==> src/rtl/core/assert_macros.svh <==
// Assertion helpers; expect clk and rst in the enclosing scope.
`ifndef ASSERT_MACROS_SVH
`define ASSERT_MACROS_SVH

`define ASSERT_ALWAYS(lbl, cond, msg) \
  lbl: assert property (@(posedge clk) disable iff (rst) (cond)) else $error(msg);

`define ASSERT_NEXT(lbl, pre, post, msg) \
  lbl: assert property (@(posedge clk) disable iff (rst) (pre) |=> (post)) else $error(msg);

`endif

==> src/rtl/core/itss_pkg.sv <==
`default_nettype none

package itss_pkg;

  localparam logic [2:0] OPEN_LEN  = 3'd5;
  localparam logic [2:0] CLOSE_LEN = 3'd6;

  localparam logic [7:0] CH_LB    = 8'h5B;
  localparam logic [7:0] CH_RB    = 8'h5D;
  localparam logic [7:0] CH_SLASH = 8'h2F;
  localparam logic [7:0] CH_I     = 8'h69;
  localparam logic [7:0] CH_M     = 8'h6D;
  localparam logic [7:0] CH_G     = 8'h67;

  localparam int QDEPTH = 4;
  localparam int QAW    = $clog2(QDEPTH);

  typedef struct packed {
    logic       kind_a;
    logic [2:0] rep1;
    logic       has_data;
    logic [7:0] data;
    logic       end1;
    logic       kind_b;
    logic [2:0] rep2;
    logic       end2;
    logic       mark;
    logic       last;
  } cmd_t;

  // Character idx of the tag in force for the given mode.
  function automatic logic [7:0] tag_char(input logic mode, input logic [2:0] idx);
    logic [7:0] c;
    c = CH_LB;
    if (mode) begin
      case (idx)
        3'd0: c = CH_LB;
        3'd1: c = CH_SLASH;
        3'd2: c = CH_I;
        3'd3: c = CH_M;
        3'd4: c = CH_G;
        3'd5: c = CH_RB;
        default: c = 8'h00;
      endcase
    end else begin
      case (idx)
        3'd0: c = CH_LB;
        3'd1: c = CH_I;
        3'd2: c = CH_M;
        3'd3: c = CH_G;
        3'd4: c = CH_RB;
        default: c = 8'h00;
      endcase
    end
    return c;
  endfunction

endpackage

`default_nettype wire

==> src/rtl/core/itss_if.sv <==
`default_nettype none

interface itss_msg_if;
  logic       valid;
  logic       ready;
  logic [7:0] data_byte;
  logic       msg_last;

  modport source (output valid, output data_byte, output msg_last, input ready);
  modport sink   (input valid, input data_byte, input msg_last, output ready);
endinterface

interface itss_seg_if;
  logic       valid;
  logic       ready;
  logic       has_byte;
  logic [7:0] out_byte;
  logic       seg_kind;
  logic       seg_end;
  logic       msg_end;
  logic       run_last;

  modport source (output valid, output has_byte, output out_byte, output seg_kind,
                  output seg_end, output msg_end, output run_last, input ready);
  modport sink   (input valid, input has_byte, input out_byte, input seg_kind,
                  input seg_end, input msg_end, input run_last, output ready);
endinterface

`default_nettype wire

==> src/rtl/core/itss_front.sv <==
`default_nettype none

`include "assert_macros.svh"

module itss_front (
  input  wire logic         clk,
  input  wire logic         rst,
  itss_msg_if.sink          msg,
  output itss_pkg::cmd_t    cmd,
  output logic              push,
  input  wire logic         full
);
  import itss_pkg::*;

  logic       in_image;
  logic [2:0] match_len;
  logic       seg_nonempty;

  logic       in_image_next;
  logic [2:0] match_len_next;
  logic       seg_nonempty_next;

  logic       fire;
  logic [2:0] tlen;
  logic [2:0] ml;
  logic [2:0] ml1;
  logic       hit;
  logic       state_idle;

  assign msg.ready  = !full;
  assign fire       = msg.valid && msg.ready;
  assign state_idle = !in_image && (match_len == 3'd0) && !seg_nonempty;

  always_comb begin
    tlen = in_image ? CLOSE_LEN : OPEN_LEN;
    ml   = (match_len >= tlen) ? 3'd0 : match_len;
    ml1  = ml + 3'd1;
    hit  = (msg.data_byte == tag_char(in_image, ml));

    cmd               = '0;
    cmd.kind_a        = in_image;
    in_image_next     = in_image;
    match_len_next    = match_len;
    seg_nonempty_next = seg_nonempty;

    if (hit) begin
      if (ml1 == tlen) begin
        cmd.end1          = in_image || seg_nonempty;
        in_image_next     = !in_image;
        seg_nonempty_next = 1'b0;
        match_len_next    = 3'd0;
      end else begin
        match_len_next = ml1;
      end
    end else begin
      cmd.rep1 = ml;
      if (ml != 3'd0) seg_nonempty_next = 1'b1;
      if (msg.data_byte == CH_LB) begin
        match_len_next = 3'd1;
      end else begin
        cmd.has_data      = 1'b1;
        cmd.data          = msg.data_byte;
        seg_nonempty_next = 1'b1;
        match_len_next    = 3'd0;
      end
    end

    cmd.kind_b = in_image_next;
    if (msg.msg_last) begin
      cmd.last = 1'b1;
      cmd.rep2 = match_len_next;
      cmd.end2 = seg_nonempty_next || (match_len_next != 3'd0);
      cmd.mark = (cmd.rep1 == 3'd0) && !cmd.has_data && !cmd.end1 &&
                 (match_len_next == 3'd0) && !cmd.end2;
      in_image_next     = 1'b0;
      match_len_next    = 3'd0;
      seg_nonempty_next = 1'b0;
    end

    push = fire && ((cmd.rep1 != 3'd0) || cmd.has_data || cmd.end1 || cmd.last);
  end

  always_ff @(posedge clk) begin
    if (rst) begin
      in_image     <= 1'b0;
      match_len    <= 3'd0;
      seg_nonempty <= 1'b0;
    end else if (fire) begin
      in_image     <= in_image_next;
      match_len    <= match_len_next;
      seg_nonempty <= seg_nonempty_next;
    end
  end

  `ASSERT_NEXT(a_last_clears, fire && msg.msg_last, state_idle, "state kept past message end")

endmodule

`default_nettype wire

==> src/rtl/core/itss_queue.sv <==
`default_nettype none

`include "assert_macros.svh"

module itss_queue (
  input  wire logic            clk,
  input  wire logic            rst,
  input  wire logic            push,
  input  wire itss_pkg::cmd_t  wr_cmd,
  output logic                 full,
  input  wire logic            pop,
  output itss_pkg::cmd_t       head,
  output logic                 empty
);
  import itss_pkg::*;

  cmd_t           mem [QDEPTH];
  logic [QAW-1:0] wr_ptr;
  logic [QAW-1:0] rd_ptr;
  logic [QAW:0]   count;

  assign full  = (count == (QAW+1)'(QDEPTH));
  assign empty = (count == '0);
  assign head  = mem[rd_ptr];

  always_ff @(posedge clk) begin
    if (push && !full) mem[wr_ptr] <= wr_cmd;
  end

  always_ff @(posedge clk) begin
    if (rst) begin
      wr_ptr <= '0;
      rd_ptr <= '0;
      count  <= '0;
    end else begin
      if (push && !full) wr_ptr <= wr_ptr + QAW'(1);
      if (pop && !empty) rd_ptr <= rd_ptr + QAW'(1);
      case ({push && !full, pop && !empty})
        2'b10:   count <= count + (QAW+1)'(1);
        2'b01:   count <= count - (QAW+1)'(1);
        default: count <= count;
      endcase
    end
  end

  `ASSERT_ALWAYS(a_no_overflow, !(push && full), "push into full queue")
  `ASSERT_ALWAYS(a_no_underflow, !(pop && empty), "pop from empty queue")

endmodule

`default_nettype wire

==> src/rtl/core/itss_back.sv <==
`default_nettype none

`include "assert_macros.svh"

module itss_back (
  input  wire logic            clk,
  input  wire logic            rst,
  input  wire itss_pkg::cmd_t  head,
  input  wire logic            empty,
  output logic                 pop,
  itss_seg_if.source           seg
);
  import itss_pkg::*;

  logic [2:0] pos;
  logic [2:0] c1, c2, c3, c4, c5, total;
  logic       load;
  logic       last_el;
  logic       has_b;
  logic [7:0] byte_b;
  logic       kind_b;
  logic       end_b;

  always_comb begin
    c1    = head.rep1;
    c2    = c1 + {2'b00, head.has_data};
    c3    = c2 + {2'b00, head.end1};
    c4    = c3 + head.rep2;
    c5    = c4 + {2'b00, head.end2};
    total = c5 + {2'b00, head.mark};

    has_b  = 1'b0;
    byte_b = 8'h00;
    end_b  = 1'b0;
    kind_b = head.kind_b;
    if (pos < c1) begin
      has_b  = 1'b1;
      byte_b = tag_char(head.kind_a, pos);
      kind_b = head.kind_a;
    end else if (pos < c2) begin
      has_b  = 1'b1;
      byte_b = head.data;
      kind_b = head.kind_a;
    end else if (pos < c3) begin
      end_b  = 1'b1;
      kind_b = head.kind_a;
    end else if (pos < c4) begin
      has_b  = 1'b1;
      byte_b = tag_char(head.kind_b, pos - c3);
    end else if (pos < c5) begin
      end_b = 1'b1;
    end

    last_el = (pos == total - 3'd1);
    load    = !empty && (!seg.valid || seg.ready);
    pop     = load && last_el;
  end

  always_ff @(posedge clk) begin
    if (rst) begin
      pos       <= 3'd0;
      seg.valid <= 1'b0;
    end else begin
      if (load) begin
        pos       <= last_el ? 3'd0 : pos + 3'd1;
        seg.valid <= 1'b1;
      end else if (seg.ready) begin
        seg.valid <= 1'b0;
      end
    end
  end

  always_ff @(posedge clk) begin
    if (load) begin
      seg.has_byte <= has_b;
      seg.out_byte <= byte_b;
      seg.seg_kind <= kind_b;
      seg.seg_end  <= end_b;
      seg.run_last <= last_el;
      seg.msg_end  <= last_el && head.last;
    end
  end

  `ASSERT_ALWAYS(a_pos_in_range, empty || (pos < total), "result index past command")
  `ASSERT_ALWAYS(a_end_no_byte, !(seg.valid && seg.has_byte && seg.seg_end), "segment end with byte")

endmodule

`default_nettype wire

==> src/rtl/core/image_tag_segment_splitter_core.sv <==
// Image tag segment splitter.
// msg (sink): one message byte per transfer, data_byte plus msg_last on the final byte.
// seg (source): one result per transfer: has_byte/out_byte, seg_kind (0 text, 1 image),
//   seg_end, msg_end on the last result of a message, run_last on the last result of
//   the byte that caused it.
// The front matches [img] / [/img], holds partial tags and turns each byte with results
//   into a command; a 4-deep command queue feeds the back, which expands a command into
//   one to seven results in its output register, one per cycle while seg.ready is high.
// With an idle back, the first result of a byte is written into the queue and then into
//   the output register before it is valid on seg.
// Throughput: one byte per cycle while seg.ready is high and each byte yields at most one
//   result; a byte with more results holds the back while the queue fills behind it.
// Bytes inside a partial tag yield nothing until the tag completes or fails.
// Reset (rst, synchronous): text mode, no partial tag, queue empty, seg.valid low.
// When seg.ready is low the output register holds its result; the queue keeps
//   taking bytes until it is full, then msg.ready drops.
`default_nettype none

module image_tag_segment_splitter_core (
  input  wire logic  clk,
  input  wire logic  rst,
  itss_msg_if.sink   msg,
  itss_seg_if.source seg
);
  import itss_pkg::*;

  cmd_t wr_cmd;
  cmd_t head;
  logic push;
  logic full;
  logic pop;
  logic empty;

  itss_front u_front (
    .clk  (clk),
    .rst  (rst),
    .msg  (msg),
    .cmd  (wr_cmd),
    .push (push),
    .full (full)
  );

  itss_queue u_queue (
    .clk    (clk),
    .rst    (rst),
    .push   (push),
    .wr_cmd (wr_cmd),
    .full   (full),
    .pop    (pop),
    .head   (head),
    .empty  (empty)
  );

  itss_back u_back (
    .clk   (clk),
    .rst   (rst),
    .head  (head),
    .empty (empty),
    .pop   (pop),
    .seg   (seg)
  );

endmodule

`default_nettype wire

==> src/flat_wrapper.sv <==
// flat-port wrapper written by rule: the top's interface ports become plain ports
module image_tag_segment_splitter_core_flat import itss_pkg::*;
  (clk, rst, msg_valid, msg_data_byte, msg_msg_last, msg_ready, seg_valid, seg_has_byte, seg_out_byte, seg_seg_kind, seg_seg_end, seg_msg_end, seg_run_last, seg_ready);
  itss_msg_if msg_i ();
  itss_seg_if seg_i ();
  input  wire logic clk;
  input  wire logic rst;
  input wire logic [$bits(msg_i.valid)-1:0] msg_valid;
  input wire logic [$bits(msg_i.data_byte)-1:0] msg_data_byte;
  input wire logic [$bits(msg_i.msg_last)-1:0] msg_msg_last;
  output wire logic [$bits(msg_i.ready)-1:0] msg_ready;
  output wire logic [$bits(seg_i.valid)-1:0] seg_valid;
  output wire logic [$bits(seg_i.has_byte)-1:0] seg_has_byte;
  output wire logic [$bits(seg_i.out_byte)-1:0] seg_out_byte;
  output wire logic [$bits(seg_i.seg_kind)-1:0] seg_seg_kind;
  output wire logic [$bits(seg_i.seg_end)-1:0] seg_seg_end;
  output wire logic [$bits(seg_i.msg_end)-1:0] seg_msg_end;
  output wire logic [$bits(seg_i.run_last)-1:0] seg_run_last;
  input wire logic [$bits(seg_i.ready)-1:0] seg_ready;
  assign msg_i.valid = msg_valid;
  assign msg_i.data_byte = msg_data_byte;
  assign msg_i.msg_last = msg_msg_last;
  assign msg_ready = msg_i.ready;
  assign seg_valid = seg_i.valid;
  assign seg_has_byte = seg_i.has_byte;
  assign seg_out_byte = seg_i.out_byte;
  assign seg_seg_kind = seg_i.seg_kind;
  assign seg_seg_end = seg_i.seg_end;
  assign seg_msg_end = seg_i.msg_end;
  assign seg_run_last = seg_i.run_last;
  assign seg_i.ready = seg_ready;
  image_tag_segment_splitter_core u_core (.clk(clk), .rst(rst), .msg(msg_i), .seg(seg_i));
endmodule
==> config.mk <==
export PLATFORM = sky130hd
export DESIGN_NAME = image_tag_segment_splitter_core_flat
export DESIGN_NICKNAME = d
export VERILOG_FILES = /design/src/rtl/core/itss_pkg.sv /design/src/rtl/core/itss_if.sv /design/src/rtl/core/itss_front.sv /design/src/rtl/core/itss_queue.sv /design/src/rtl/core/itss_back.sv /design/src/rtl/core/image_tag_segment_splitter_core.sv /design/src/flat_wrapper.sv
export VERILOG_INCLUDE_DIRS = /design/src /design/src/rtl/core
export SDC_FILE = /design/constraint.sdc
export NUM_CORES = 1
export LEC_CHECK = 0
export ABC_AREA = 0
export ABC_CLOCK_PERIOD_IN_PS = 5850
export BUFFER_PORTS_ARGS = -buffer_cell sky130_fd_sc_hd__buf_2
export CAP_MARGIN = 20
export CORE_UTILIZATION = 45
export CTS_BUF_LIST = sky130_fd_sc_hd__clkbuf_4 sky130_fd_sc_hd__clkbuf_8 sky130_fd_sc_hd__clkbuf_16
export DETAILED_ROUTE_END_ITERATION = 16
export SYNTH_ARGS = -nofsm -noshare
export SYNTH_HDL_FRONTEND = slang
export SYNTH_HIERARCHICAL = 1
export SYNTH_SLANG_ARGS = --single-unit
==> constraint.sdc <==
create_clock -name clk -period 5.85 [get_ports clk]
set_clock_uncertainty 0.05 [all_clocks]
set_input_delay 0.585 -clock clk [delete_from_list [all_inputs] [get_ports clk]]
set_output_delay 0.585 -clock clk [all_outputs]
set_load 0.01 [all_outputs]
==> impl_metrics.py <==
metrics = {
    "die": {
        "start_util_pct": 46.6,
        "boundaryPins": 28,
        "core_area_um2": 13300,
        "die_area_um2": 14300,
        "fp.dieW_um": 120,
        "rows": 42,
        "dieHeight_um": 120,
    },
    "sta": {
        "slew_violations": 0,
        "rsz0062_at_grt": "no",
        "min_period_ns": 5.41,
        "max_freq_mhz": 185,
        "fin_crit_sh_pct": 92.5,
        "setup_ws_ns": 0.437,
        "finalSetupTns_ns": 0,
        "slew_headroom_pct": 56.4,
        "hold_violations": 0,
        "tightest_slew_ns": 0.653,
        "holdWs_ns": 0.380,
        "finalSetupViolCount": 0,
    },
    "critical_path": {
        "startpoint_type": "register",
        "ff2ff_path_depth": 20,
        "critPathKind": "reg2reg",
        "crit_arrival_ns": 5.70,
        "endpoint_kind": "register",
        "crit_fanout": 6,
        "required_ns": 6.14,
    },
    "yosys": {
        "synth_flop_cell": "edfxtp_1",
        "avgSynthCellArea_um2": 12.7,
        "synth_fp_nets": 542,
        "yosys_warnings": 6,
        "synth_edf_count": 97,
        "yosys.area.top_type_share_pct": 46.8,
        "synth_area_um2": 6230,
        "ys_seq_area_share_pct": 52.6,
        "synth_area_leaders": "edfxtp_1, mux4_2, ha_1",
        "synth_cell_types": 71,
        "ys_ff_latch": 115,
        "async_flop_share_pct": 0,
        "yosysMostFrequentCell": "edfxtp_1",
        "ys_top_cells_by_count": "edfxtp_1, ha_1, nor2_1",
        "syn_inst": 489,
        "synth_top_area_cell": "edfxtp_1",
    },
    "final_layout": {
        "nNetsFinal": 574,
        "layout.cells.non_filler": 709,
        "diodes": 0,
        "area_growth_pct": 14.1,
        "drive_above_1_share_pct": 21.6,
    },
    "placed_design": {
        "portBuffers": 27,
        "pre_cts_slack_ns": 0.378,
        "place.gp.congestion": 0.894,
        "placed_cells": 678,
        "dpl.hpwl_mm": 8.70,
    },
    "detailed_routing": {
        "vias": 3903,
        "wl_per_cell_um": 17.4,
        "viasPerCell": 5.50,
        "wl_mm": 12.3,
        "drc": 0,
        "firstDrtPassIters": 4,
        "antenna_left": 0,
        "drtIter0Drc": 297,
    },
    "grt": {
        "grt_pass1_wl_mm": 20.3,
        "grt_pass1_vias": 3913,
        "antenna_found_initial": 0,
        "overflow": 0,
        "grt_max_degree": 22,
        "gr-usage-all-layers_pct": 18.8,
    },
    "clocking": {
        "clk_pin_slew_worst_paths_ns": 0.05,
        "cts-root-buf": "clkbuf_16",
        "numCtsBuffers": 17,
        "h-tree-depth": 4,
        "cts.sinks": 115,
        "clk_latency_ns": 0.41,
        "cts_tree": "built",
        "clockBufferDepth": 2,
    },
    "power": {
        "power.density_nw_per_um2": 491,
        "p_leak_nw": 2.67,
        "vdd.ir_drop.worst_mv": 0.228,
    },
    "flow_run": {
        "cap_violations": 0,
    },
    "hold_path": {
        "worstHoldPathCells": 1,
        "hp-class": "in2reg",
    },
    "status": {
        "outcome": "completed",
    },
}
## placed cells by master, fill, tap and decap left out, types with 8 or more instances in the layout
cell and instances:
a21o_1 8, a21oi_1 26, and2_1 11, buf_2 27, buf_4 12, clkbuf_16 17, dfxtp_1 18, edfxtp_1 97
ha_1 36, inv_1 31, mux2i_1 8, mux4_2 22, nand2_1 24, nand2b_1 10, nand3_1 15, nor2_1 32
nor3_1 8, o21ai_0 13, xnor2_1 9
## repair_timing
action,4_1_cts,5_1_grt
buffers inserted,0,0
endpoints found under the setup margin,0,1
hold buffers,0,0
gates resized for setup,0,1
## stage by stage
stage          utilization (%)  cell area, um^2  power, mW
2_1_floorplan                -             6230       2.18
3_3_place_gp              48.9             6530       2.47
3_5_place_dp              48.9             6530       2.50
4_1_cts                   53.2             7100       3.52
5_1_grt                   53.2             7100       3.71
6_report                  53.2             7100       3.49
## registers in the layout (all words and copies together), names as in the netlist, 2 cells and up, named ones only
register                    count
u_core/u_queue/mem             84
u_core/u_back/seg.out_byte      8
u_core/u_back/pos               3
u_core/u_front/match_len        3
u_core/u_queue/count            3
u_core/u_queue/rd_ptr           2
u_core/u_queue/wr_ptr           2
## layout make-up
cell class	count	area, um^2
multi-input combinational	315	2690
clock inverter	13	143
tap	176	220
sequential	115	3270
inverter	33	124
clock buffer	18	433
timing repair buffer	39	225
fill	1173	6240
## worst paths after layout
kind	endpoint	slack [ns]	from
setup / recovery	u_core/u_queue/count[2]$_SDFFE_PP0P_	0.44	register
hold / removal	u_core/u_queue/mem[0][15]$_DFFE_PP_	0.38	msg_data_byte[7]
setup reg to reg	u_core/u_queue/count[2]$_SDFFE_PP0P_	0.44	register
hold reg to reg	u_core/u_back/seg.valid$_SDFFE_PP0P_	0.45	u_core/u_back/seg.valid$_SDFFE_PP0P_
## routing by layer
metal	global-route usage, %	share of wire (%)
met3	4.80	4.4
met4	7.89	1.6
met1	23.5	44
met5	0	0
met2	30.9	50
## worst max-delay path, cell delays in order (launching register included)
cell	delay, ns
dfxtp_1	0.43
buf_4	0.23
mux4_2	0.53
ha_1	0.20
ha_1	0.29
ha_1	0.38
fa_1	0.50
ha_1	0.29
inv_1	0.05
ha_1	0.30
xnor2_1	0.12
nor2_1	0.30
and3_1	0.26
o31ai_1	0.11
inv_1	0.09
ha_1	0.18
inv_1	0.06
fa_1	0.37
xor2_1	0.15
or3_1	0.30
a21oi_1	0.13
## power breakdown
group | internal (mW) | switching [mW]
registers | 1.05 | 0.0546
clock network | 0.661 | 0.341
logic | 0.601 | 0.777
total | 2.31 | 1.17
## kinds of logic after synthesis
group	synth area share (%)
mux	9.79
flops	52.6
fa+ha+maj	8.56
buf+inv	4.32
compound gates	9.93
xor+xnor	3.12
simple gates	11.7
No activity file was read; power rests on OpenSTA's default activity.
